### src/rtl/uvs_pkg.sv
// ----------------------------------------------------------------------------
// uvs_pkg: shared types and constants of the unique value stack
// Request and status codes, controller states and the result record.
// ----------------------------------------------------------------------------
package uvs_pkg;

	localparam int unsigned STACK_DEPTH_DEF = 16;

	typedef enum logic [1:0] {
		REQ_PUSH   = 2'd0,
		REQ_POP    = 2'd1,
		REQ_SEARCH = 2'd2,
		REQ_CLEAR  = 2'd3
	} req_kind_t;

	typedef enum logic [2:0] {
		STAT_DONE     = 3'd0,
		STAT_DUP      = 3'd1,
		STAT_EMPTY    = 3'd2,
		STAT_FULL     = 3'd3,
		STAT_NOTFOUND = 3'd4
	} status_t;

	typedef enum logic [2:0] {
		ST_IDLE,
		ST_SCAN,
		ST_POP_RD,
		ST_POP_WB,
		ST_RESP
	} state_t;

	typedef struct packed {
		status_t     status;
		logic [31:0] popped_value;
		logic [3:0]  found_position;
		logic [4:0]  entry_count;
	} res_t;

endpackage

### src/rtl/uvs_mem.sv
// ----------------------------------------------------------------------------
// uvs_mem: entry store of the stack
// Single write port, single read port, read data registered.
// ----------------------------------------------------------------------------
module uvs_mem #(
	parameter int unsigned DEPTH = uvs_pkg::STACK_DEPTH_DEF,
	parameter int unsigned AW    = (DEPTH > 1) ? $clog2(DEPTH) : 1
) (
	input  logic          clk,
	input  logic          rd_en,
	input  logic [AW-1:0] rd_addr,
	output logic [31:0]   rd_data,
	input  logic          wr_en,
	input  logic [AW-1:0] wr_addr,
	input  logic [31:0]   wr_data
);
	import uvs_pkg::*;

	logic [31:0] mem_q [DEPTH];

	always_ff @(posedge clk) begin
		if (wr_en) begin
			mem_q[wr_addr] <= wr_data;
		end
	end

	always_ff @(posedge clk) begin
		if (rd_en) begin
			rd_data <= mem_q[rd_addr];
		end
	end

endmodule

### src/rtl/uvs_ctrl.sv
// ----------------------------------------------------------------------------
// uvs_ctrl: request sequencer of the stack
// Holds the fill count (reset by clear), scans the store from the top for push and
// search, reads back the top entry for pop and builds one result per request.
// ----------------------------------------------------------------------------
module uvs_ctrl #(
	parameter int unsigned DEPTH = uvs_pkg::STACK_DEPTH_DEF,
	parameter int unsigned AW    = (DEPTH > 1) ? $clog2(DEPTH) : 1,
	parameter int unsigned FW    = $clog2(DEPTH + 1)
) (
	input  logic             clk,
	input  logic             arst_n,
	input  logic             req_valid,
	output logic             req_ready,
	input  uvs_pkg::req_kind_t req_kind,
	input  logic [31:0]      req_value,
	output logic             res_valid,
	input  logic             res_ready,
	output uvs_pkg::res_t    res,
	output logic [FW-1:0]    fill,
	output logic             rd_en,
	output logic [AW-1:0]    rd_addr,
	input  logic [31:0]      rd_data,
	output logic             wr_en,
	output logic [AW-1:0]    wr_addr,
	output logic [31:0]      wr_data
);
	import uvs_pkg::*;

	state_t        state_q, state_d;
	req_kind_t     kind_q;
	logic [31:0]   value_q;
	logic [FW-1:0] fill_q;
	logic [FW-1:0] iss_q;
	logic          rd_vld_s1;
	logic [AW-1:0] pos_s1;
	status_t       status_q;
	logic [31:0]   popped_q;
	logic [AW-1:0] pos_q;

	logic issuing;
	logic hit;
	logic scan_end;
	logic is_full;

	assign is_full  = (fill_q == FW'(DEPTH));
	assign hit      = rd_vld_s1 && (rd_data == value_q);
	assign issuing  = (state_q == ST_SCAN) && (iss_q < fill_q) && !hit;
	assign scan_end = (state_q == ST_SCAN) && (hit || (!issuing && !rd_vld_s1));

	// next state
	always_comb begin
		state_d = state_q;
		case (state_q)
			ST_IDLE: begin
				if (req_valid) begin
					case (req_kind)
						REQ_PUSH, REQ_SEARCH: state_d = ST_SCAN;
						REQ_POP:              state_d = (fill_q == '0) ? ST_RESP : ST_POP_RD;
						REQ_CLEAR:            state_d = ST_RESP;
						default:              state_d = ST_RESP;
					endcase
				end
			end
			ST_SCAN: begin
				if (scan_end) begin
					state_d = ST_RESP;
				end
			end
			ST_POP_RD: state_d = ST_POP_WB;
			ST_POP_WB: state_d = ST_RESP;
			ST_RESP: begin
				if (res_ready) begin
					state_d = ST_IDLE;
				end
			end
			default: state_d = ST_IDLE;
		endcase
	end

	// outputs
	always_comb begin
		req_ready = 1'b0;
		res_valid = 1'b0;
		rd_en     = 1'b0;
		rd_addr   = AW'(fill_q - FW'(1) - iss_q);
		wr_en     = 1'b0;
		case (state_q)
			ST_IDLE: req_ready = 1'b1;
			ST_SCAN: begin
				rd_en = issuing;
				wr_en = scan_end && (kind_q == REQ_PUSH) && !hit && !is_full;
			end
			ST_POP_RD: begin
				rd_en   = 1'b1;
				rd_addr = AW'(fill_q - FW'(1));
			end
			ST_RESP: res_valid = 1'b1;
			default: ;
		endcase
	end

	assign wr_addr = AW'(fill_q);
	assign wr_data = value_q;

	always_ff @(posedge clk or negedge arst_n) begin
		if (!arst_n) begin
			state_q   <= ST_IDLE;
			fill_q    <= '0;
			iss_q     <= '0;
			rd_vld_s1 <= 1'b0;
		end else begin
			state_q   <= state_d;
			rd_vld_s1 <= issuing;
			if (issuing) begin
				iss_q <= iss_q + FW'(1);
			end
			if (state_q == ST_IDLE && req_valid) begin
				iss_q <= '0;
				if (req_kind == REQ_CLEAR) begin
					fill_q <= '0;
				end
			end
			if (wr_en) begin
				fill_q <= fill_q + FW'(1);
			end
			if (state_q == ST_POP_WB) begin
				fill_q <= fill_q - FW'(1);
			end
		end
	end

	// payload of the request and the result
	always_ff @(posedge clk) begin
		pos_s1 <= iss_q[AW-1:0];
		if (state_q == ST_IDLE && req_valid) begin
			kind_q   <= req_kind;
			value_q  <= req_value;
			popped_q <= '0;
			pos_q    <= '0;
			status_q <= (req_kind == REQ_POP && fill_q == '0) ? STAT_EMPTY : STAT_DONE;
		end
		if (scan_end) begin
			if (kind_q == REQ_PUSH) begin
				if (hit) begin
					status_q <= STAT_DUP;
				end else if (is_full) begin
					status_q <= STAT_FULL;
				end else begin
					status_q <= STAT_DONE;
				end
			end else begin
				if (hit) begin
					status_q <= STAT_DONE;
					pos_q    <= pos_s1;
				end else begin
					status_q <= STAT_NOTFOUND;
				end
			end
		end
		if (state_q == ST_POP_WB) begin
			popped_q <= rd_data;
		end
	end

	assign res.status         = status_q;
	assign res.popped_value   = popped_q;
	assign res.found_position = 4'(pos_q);
	assign res.entry_count    = 5'(fill_q);
	assign fill               = fill_q;

endmodule

### src/rtl/unique_value_stack_unit.sv
// ----------------------------------------------------------------------------
// unique_value_stack_unit: bounded LIFO of signed 32-bit values, no duplicates
// Push, pop, search and clear requests, one status result for each.
// ----------------------------------------------------------------------------
//  channel  | direction | tdata                          | tuser
//  s_axis   | in        | value                          | req_type
//  m_axis   | out       | popped_value, found_position,  | status
//           |           | entry_count                    |
//
// Push and search scan the store from the top, one entry read per cycle
// through the single read port; a match ends the scan early. Pop reads the
// top entry and then lowers the fill count; pop on an empty stack and clear
// go straight to the result. The result register lets the next request
// enter while a result waits on m_tready. Reset empties the stack at once;
// the store itself is not cleared. A result stalled behind a full output
// register holds the sequencer until it moves.
// ----------------------------------------------------------------------------
module unique_value_stack_unit #(
	parameter int unsigned STACK_DEPTH = uvs_pkg::STACK_DEPTH_DEF
) (
	input  logic        clk,
	input  logic        arst_n,
	input  logic        s_tvalid,
	output logic        s_tready,
	input  logic [31:0] s_tdata,   // [31:0] value
	input  logic [1:0]  s_tuser,   // [1:0] req_type
	output logic        m_tvalid,
	input  logic        m_tready,
	output logic [47:0] m_tdata,   // [31:0] popped_value, [35:32] found_position,
	                               // [40:36] entry_count, [47:41] zero
	output logic [2:0]  m_tuser    // [2:0] status
);
	import uvs_pkg::*;

	localparam int unsigned AW = (STACK_DEPTH > 1) ? $clog2(STACK_DEPTH) : 1;
	localparam int unsigned FW = $clog2(STACK_DEPTH + 1);

	logic          res_valid;
	logic          res_ready;
	res_t          res;
	logic [FW-1:0] fill;
	logic          rd_en;
	logic [AW-1:0] rd_addr;
	logic [31:0]   rd_data;
	logic          wr_en;
	logic [AW-1:0] wr_addr;
	logic [31:0]   wr_data;
	logic          out_vld_q;
	res_t          out_q;

	uvs_ctrl #(
		.DEPTH (STACK_DEPTH),
		.AW    (AW),
		.FW    (FW)
	) u_ctrl (
		.clk       (clk),
		.arst_n    (arst_n),
		.req_valid (s_tvalid),
		.req_ready (s_tready),
		.req_kind  (req_kind_t'(s_tuser)),
		.req_value (s_tdata),
		.res_valid (res_valid),
		.res_ready (res_ready),
		.res       (res),
		.fill      (fill),
		.rd_en     (rd_en),
		.rd_addr   (rd_addr),
		.rd_data   (rd_data),
		.wr_en     (wr_en),
		.wr_addr   (wr_addr),
		.wr_data   (wr_data)
	);

	uvs_mem #(
		.DEPTH (STACK_DEPTH),
		.AW    (AW)
	) u_mem (
		.clk     (clk),
		.rd_en   (rd_en),
		.rd_addr (rd_addr),
		.rd_data (rd_data),
		.wr_en   (wr_en),
		.wr_addr (wr_addr),
		.wr_data (wr_data)
	);

	// output register: load when empty or being drained
	assign res_ready = !out_vld_q || m_tready;

	always_ff @(posedge clk or negedge arst_n) begin
		if (!arst_n) begin
			out_vld_q <= 1'b0;
		end else if (res_valid && res_ready) begin
			out_vld_q <= 1'b1;
		end else if (m_tready) begin
			out_vld_q <= 1'b0;
		end
	end

	always_ff @(posedge clk) begin
		if (res_valid && res_ready) begin
			out_q <= res;
		end
	end

	assign m_tvalid = out_vld_q;
	assign m_tuser  = out_q.status;
	assign m_tdata  = {7'd0, out_q.entry_count, out_q.found_position, out_q.popped_value};

	a_fill_bound: assert property (@(posedge clk) disable iff (!arst_n)
		fill <= FW'(STACK_DEPTH))
		else $error("fill count beyond stack depth");

	a_one_in_flight: assert property (@(posedge clk) disable iff (!arst_n)
		s_tvalid && s_tready |=> !s_tready)
		else $error("second request taken while one is in progress");

	a_result_loaded: assert property (@(posedge clk) disable iff (!arst_n)
		res_valid && res_ready |=> m_tvalid && !res_valid)
		else $error("result handed over but not presented");

	a_empty_pop_zero: assert property (@(posedge clk) disable iff (!arst_n)
		m_tvalid && m_tuser == STAT_EMPTY |-> m_tdata[31:0] == 32'd0)
		else $error("pop on empty stack returned a value");

endmodule

### config.mk
export PLATFORM = sky130hd
export DESIGN_NAME = unique_value_stack_unit
export DESIGN_NICKNAME = d
export VERILOG_FILES = /design/src/rtl/uvs_pkg.sv /design/src/rtl/uvs_mem.sv /design/src/rtl/uvs_ctrl.sv /design/src/rtl/unique_value_stack_unit.sv
export SDC_FILE = /design/constraint.sdc
export NUM_CORES = 1
export LEC_CHECK = 0
export ABC_AREA = 1
export CORE_UTILIZATION = 39
export CTS_CLUSTER_SIZE = 28
export DETAILED_ROUTE_END_ITERATION = 8
export DONT_BUFFER_PORTS = 1
export PLACE_DENSITY = 0.61
export SETUP_SLACK_MARGIN = 0.1
export SLEW_MARGIN = 15
export SYNTH_ARGS = -nofsm -noshare
export SYNTH_HDL_FRONTEND = slang
export SYNTH_SLANG_ARGS = --single-unit
### constraint.sdc
create_clock -name clk -period 3.4 [get_ports clk]
set_input_delay 0.17 -clock clk [delete_from_list [all_inputs] [get_ports clk]]
set_output_delay 0.17 -clock clk [all_outputs]
set_load 0.005 [all_outputs]
==> reports/metrics.cfg, run 1 <==
[outcome]
status = complete, no violations

[placed_design]
gp_congestion = 0.865
dp_cells = 3164
dp_slack_ps = 54.0
dpl.hpwl_um = 40100
port_buffers = 0
dpl_cell_area_um2 = 29700

[detailed_routing]
drc_errors = 0
wire_per_inst_um = 20.8
routed_via_density = 5.14
vias = 17100
routed_wl_um = 69000
drtAntennaViolNets = 0
drt-initial-drc-count = 1557
drt-pass1-iter-count = 5

[critical_path]
critPathLaunchType = flop
worstSetupEndpointType = flop
cp_max_fo = 30
criticalPathCategory = reg -> reg
required_ps = 3750
cp_cell_sequence = inv_1, ha_1, xnor2_1, inv_1, ha_1, buf_4, xor2_1, nand2_1, o21ai_4, inv_2, buf_4, nand3_1, nand3_1, nand2_1
cpMaxStageDelayCell = buf_4
max_stage_delay_ps = 400
worstPathArrival_ps = 3360

[floorplan]
io_pins = 91
core_area_um2 = 70500
die_height_um = 270
fp.dieW_um = 270
row_count = 97
design.die.area_um2 = 72800
initial_core_util_pct = 39.7

[grt]
first_global_vias = 16600
grt_pass1_wl_um = 104000
grt_overflow_total = 0
grt_start_max_net_pins = 81
grt_usage_pct = 19.1
antenna_found_initial = 2

[cts]
cts_inserted_buffers = 68
ctsLongestPathBuffers = 3
root_buffer = clkbuf_16
clk_latency_ps = 610
cts_tree = done
cts_sinks = 680
clk_pin_slew_ps = 60
h-tree-depth = 3

[timing]
fin_worst_skew_ps = 29.4
fin_ws_ps = 383
fin_crit_ps = 3020
hold_viol = 0
setup_tns_ps = 0
tightestPinTransition_ps = 829
setup_viol = 0
relSlewSlack_pct = 44.7
rsz0062_at_grt = no
fmax_mhz = 331
period_share_pct = 88.7
drv_slew = 0

[synthesis]
seq_area_frac_synth_pct = 72.5
yosysWarnings = 0
yosysUniqueCellTypes = 32
synth_top_area_share_pct = 70.6
synth_top_area_cell = edfxtp_1
ys_ff_latch = 680
syn_inst = 2255
post_synth.cell_area_avg_um2 = 12.4
syn-cell-area_um2 = 28000
ys_top_cells_by_area = edfxtp_1 (71%), o211ai_1 (6.9%), nand2_1 (5.8%)

[run]
drv_cap = 0

[cells_and_area]
fin_cells = 3320
insertedDiodeCount = 0
drive_gt1_share_pct = 8.53
syn2layout_area_growth_pct = 15.1
num-fill-cells = 6204
fin_nets = 2387
fin_area_um2 = 32200

[min_path]
hold_path_class = in -> async

registers in the layout, summed over array words and instances (netlist names):
register,cells
m_tdata,41
m_tuser,3
m_tvalid,1
u_ctrl.fill,5
u_ctrl.iss_q,5
u_ctrl.kind_q,2
u_ctrl.popped_q,32
u_ctrl.pos_q,4
u_ctrl.pos_s1,4
u_ctrl.rd_vld_s1,1
u_ctrl.state_q,3
u_ctrl.status_q,3
u_ctrl.wr_data,32
u_mem.mem_q,512
u_mem.rd_data,32
Yosys cell counts, drive strengths merged:
cell type,number
o211ai,256
buf,107
clkinv,1
dfrtp,15
dfxtp,8
nor3,4
xor2,8
o21ai,16
or2,2
nor4,1
edfxtp,657
and3b,1
ha,14
inv,363
nand2,434
nand3,233
nor2,93
fa,1
conb,1
clkbuf,10
a21oi,7
o31ai,1
xnor2,10
nand4,10
nand3b,2
placed cells by master, fill, tap and decap left out, types with 2 or more instances in the layout:
| master | count |
|---|---|
| nand3b_1 | 2 |
| nor3_1 | 4 |
| xor2_4 | 2 |
| inv_2 | 3 |
| dlygate4sd3_1 | 37 |
| nor2_1 | 74 |
| inv_1 | 359 |
| a21oi_1 | 7 |
| nand4_1 | 10 |
| dfxtp_1 | 8 |
| xnor2_1 | 9 |
| clkbuf_16 | 71 |
| ha_1 | 14 |
| o211ai_1 | 256 |
| xor2_1 | 6 |
| edfxtp_1 | 657 |
| buf_4 | 54 |
| clkbuf_1 | 16 |
| o21ai_4 | 4 |
| nand2_1 | 433 |
| dfrtp_1 | 15 |
| bufinv_16 | 4 |
| nand3_1 | 232 |
| nor2_4 | 18 |
| conb_1 | 7 |
| clkinv_1 | 15 |
| clkinv_2 | 7 |
| buf_12 | 28 |
| o21ai_0 | 12 |
| inv_6 | 2 |
| or2_2 | 2 |
final timing paths:
kind	startpoint	end	slack [ps]	cells after the start
max	u_ctrl.fill[1]	u_mem.rd_data[27]	380	14
min	arst_n	m_tvalid	100	1
max reg2reg	u_ctrl.fill[1]	u_mem.rd_data[27]	380	14
min reg2reg	u_ctrl.popped_q[15]	m_tdata[15]	420	0
max in group asynchronous	arst_n	u_ctrl.fill[2]	2810	1
min in group clk	s_tvalid	u_ctrl.iss_q[2]	200	3
routing by layer:
metal	global-route usage (%)	vias up	share of wire (%)
li1	-	8023	-
met1	25.7	8281	42
met3	3.54	153	7.2
met5	0	-	0.049
met4	8.57	4	4.1
met2	30.2	613	46
cell families after synthesis:
| family | count (synthesis) | synth area share (%) |
|---|---|---|
| simple gates | 780 | 11.7 |
| flops | 680 | 72.5 |
| buf+inv | 481 | 7.17 |
| compound gates | 280 | 7.35 |
| xor+xnor | 18 | 0.591 |
| fa+ha+maj | 15 | 0.698 |
| other cells | 1 | 0.0134 |
area by class of cell:
| class | instances | area [um^2] | share of cell area (%) |
|---|---|---|---|
| clock buffers | 88 | 1850 | 5.75 |
| multi-input cells | 1101 | 5940 | 18.5 |
| well taps | 940 | 1180 | 3.66 |
| inverters | 364 | 1370 | 4.25 |
| clock inverters | 28 | 233 | 0.723 |
| flip-flops and latches | 680 | 20300 | 63.0 |
| repair buffers | 119 | 1340 | 4.15 |
critical path: cells and delay by family, from the launching register on:
family	cells	cell delay, ps
AO/OA/AOI/OAI	1	170
XOR/XNOR	2	290
adder cells (fa/ha/maj)	2	540
buffers and inverters	5	920
flip-flops	1	380
AND/OR/NAND/NOR	4	410
metrics by stage:
| step | utilization (%) | hold slack, ps |
|---|---|---|
| floorplan | - | -126 |
| global placement | 42.1 | -125 |
| detailed placement | 42.1 | -125 |
| CTS | 45.6 | 93.2 |
| global route | 45.6 | 142 |
| finish | 45.6 | 96.7 |
repair_timing:
item                                   in CTS  in global routing
setup buffers                               1                  1
gates cloned                                1                  0
endpoints found under the hold margin      59                  0
setup endpoints to repair                  12                 67
resized for setup                           0                  3
hold buffers                               37                  0
pin swaps                                   1                  2
Power of run 1 is not shown: default switching activity piles up to over one toggle a cycle in this logic, so the estimate is an artifact.
==> run 2, diff against run 1 <==
Settings changed: CELL_PAD_IN_SITES_DETAIL_PLACEMENT set to 0, CELL_PAD_IN_SITES_GLOBAL_PLACEMENT set to 1, CTS_CLUSTER_DIAMETER set to 100, PLACE_DENSITY 0.61 to 0.7.
==> reports/metrics.cfg, run 2 (synthesized netlist as in run 1, its figures left out) <==
[outcome]
status = complete, no violations

[grt]
grt_start_max_net_pins = 129  ; +59%
first_global_vias = 16100  ; -3.2%
grt_overflow_total = 0  ; unchanged
grt_usage_pct = 19.5  ; +0.39 points
grt_pass1_wl_um = 106000  ; +1.8%
antenna_found_initial = 2  ; unchanged

[cts]
clk_pin_slew_ps = 100  ; +40 ps
clk_latency_ps = 630  ; +20 ps
root_buffer = clkbuf_16
cts_tree = done
cts_sinks = 680  ; unchanged
ctsLongestPathBuffers = 3  ; unchanged
cts_inserted_buffers = 28  ; -59%
h-tree-depth = 1  ; -2

[critical_path]
criticalPathCategory = reg -> reg
cp_max_fo = 32  ; +6.7%
required_ps = 3700  ; -50 ps
critPathLaunchType = flop
worstSetupEndpointType = flop
worstPathArrival_ps = 3340  ; -20 ps

[floorplan]
design.die.area_um2 = 72800  ; unchanged
row_count = 97  ; unchanged
core_area_um2 = 70500  ; unchanged
initial_core_util_pct = 39.7  ; unchanged
fp.dieW_um = 270  ; unchanged
io_pins = 91  ; unchanged
die_height_um = 270  ; unchanged

[timing]
tightestPinTransition_ps = 1100  ; +272 ps
rsz0062_at_grt = no
fin_worst_skew_ps = 21.1  ; -8.31 ps
relSlewSlack_pct = 25.9  ; -19 points
fmax_mhz = 328  ; -0.98%
setup_viol = 0  ; unchanged
period_share_pct = 89.6  ; +0.88 points
fin_crit_ps = 3050  ; +29.9 ps
hold_viol = 0  ; unchanged
drv_slew = 0  ; unchanged

[detailed_routing]
vias = 16700  ; -2.1%
drt-pass1-iter-count = 5  ; unchanged
drtAntennaViolNets = 0  ; unchanged
routed_wl_um = 71300  ; +3.4%
wire_per_inst_um = 21.9  ; +5.5%
drc_errors = 0  ; unchanged
routed_via_density = 5.14  ; about the same
drt-initial-drc-count = 1735  ; +11%

[cells_and_area]
syn2layout_area_growth_pct = 10.9
layout_commonest_cell = edfxtp_1
largest_register = u_mem.mem_q
fin_area_um2 = 31000  ; -3.7%
largest_reg_flops = 512  ; unchanged
num-fill-cells = 6311  ; +1.7%
drive_gt1_share_pct = 6.83  ; -1.7 points
fin_nets = 2355  ; -1.3%
layout_common_cells = edfxtp_1 (657), nand2_1 (433), inv_1 (359)
fin_cells = 3254  ; -2.0%

[placed_design]
port_buffers = 0  ; unchanged
dpl.hpwl_um = 39900  ; -0.60%
gp_congestion = 0.855  ; -1.2%
dp_cells = 3172  ; +0.25%
dpl_cell_area_um2 = 29800  ; +0.33%

[run]
drv_cap = 0  ; unchanged

[min_path]
hold_path_class = in -> async

run 2: cell types whose count changed in the layout (fill, tap and decap cells not counted):
cell / change
clkbuf_16: -42
clkinv_1: -13
clkbuf_1: -9
clkinv_2: -7
buf_12: +4
buf_4: +4
bufinv_16: -4
clkbuf_8: +1
clkinv_4: +1
clkinvlp_4: -1
diode_2: +1
inv_6: -1
nor2_2: +1
nor2_4: -1
run 2: cell type report:
cell class / instances / area (um^2) / share of cell area, %
Inverter: 364 / 1370 / 4.42
Timing Repair Buffer: 127 / 1450 / 4.67
Multi-Input combinational cell: 1101 / 5940 / 19.2
Clock inverter: 3 / 21.3 / 0.0686
Antenna cell: 1 / 2.50 / 0.00807
Clock buffer: 38 / 779 / 2.51
Sequential cell: 680 / 20300 / 65.4
Tap cell: 940 / 1180 / 3.79
run 2: stage by stage:
stage               setup WS [ps]  hold WS [ps]  utilization, %  setup TNS (ps)
detailed placement           62.2          -125            42.2               0
CTS                           113          46.1            43.9               0
global route                  131          82.0            44.0               0
finish                        353          56.5            44.0               0
floorplan                    -157          -126               -          -69980
global placement             37.7          -125            42.2               0
run 2: repair_timing:
| item | in CTS | in global routing |
|---|---|---|
| pin swaps | 1 | 0 |
| cloned | 1 | 0 |
| setup buffers | 2 | 0 |
| hold buffers | 37 | 0 |
| hold endpoints to repair | 73 | 0 |
| gates resized for setup | 0 | 2 |
| setup endpoints to repair | 10 | 11 |
run 2: layer usage:
metal | vias up | GRT usage, % | wire length (um)
li1 | 7913 | - | -
met4 | 2 | 4.26 | 1280
met5 | - | 0 | 13
met2 | 508 | 32.1 | 33700
met1 | 8216 | 27.9 | 32300
met3 | 80 | 2.07 | 4030
run 2: final timing paths:
check	from	end	slack, ps	cells after the start
worst max register to register	u_ctrl.fill[1]	u_mem.mem_q[12][23]	350	13
max in group asynchronous	arst_n	u_ctrl.state_q[1]	2870	1
worst min register to register	u_ctrl.popped_q[13]	m_tdata[13]	430	0
worst max-delay path	u_ctrl.fill[1]	u_mem.mem_q[12][23]	350	13
min in group clk	s_tdata[24]	u_ctrl.wr_data[24]	170	1
worst min-delay path	arst_n	u_ctrl.rd_vld_s1	60	1
run 2: worst max-delay path, cell delays in order (launching register included):
cell and delay, ps:
dfrtp_1 360, inv_1 60, buf_4 130, buf_4 140, ha_1 270, inv_1 30
nor2_1 100, nand3_1 100, nand3_1 120, nand4_1 150, nor2_2 370, nand2_1 360
nor2_4 200, buf_12 300
Power of run 2 is left out for the same reason.
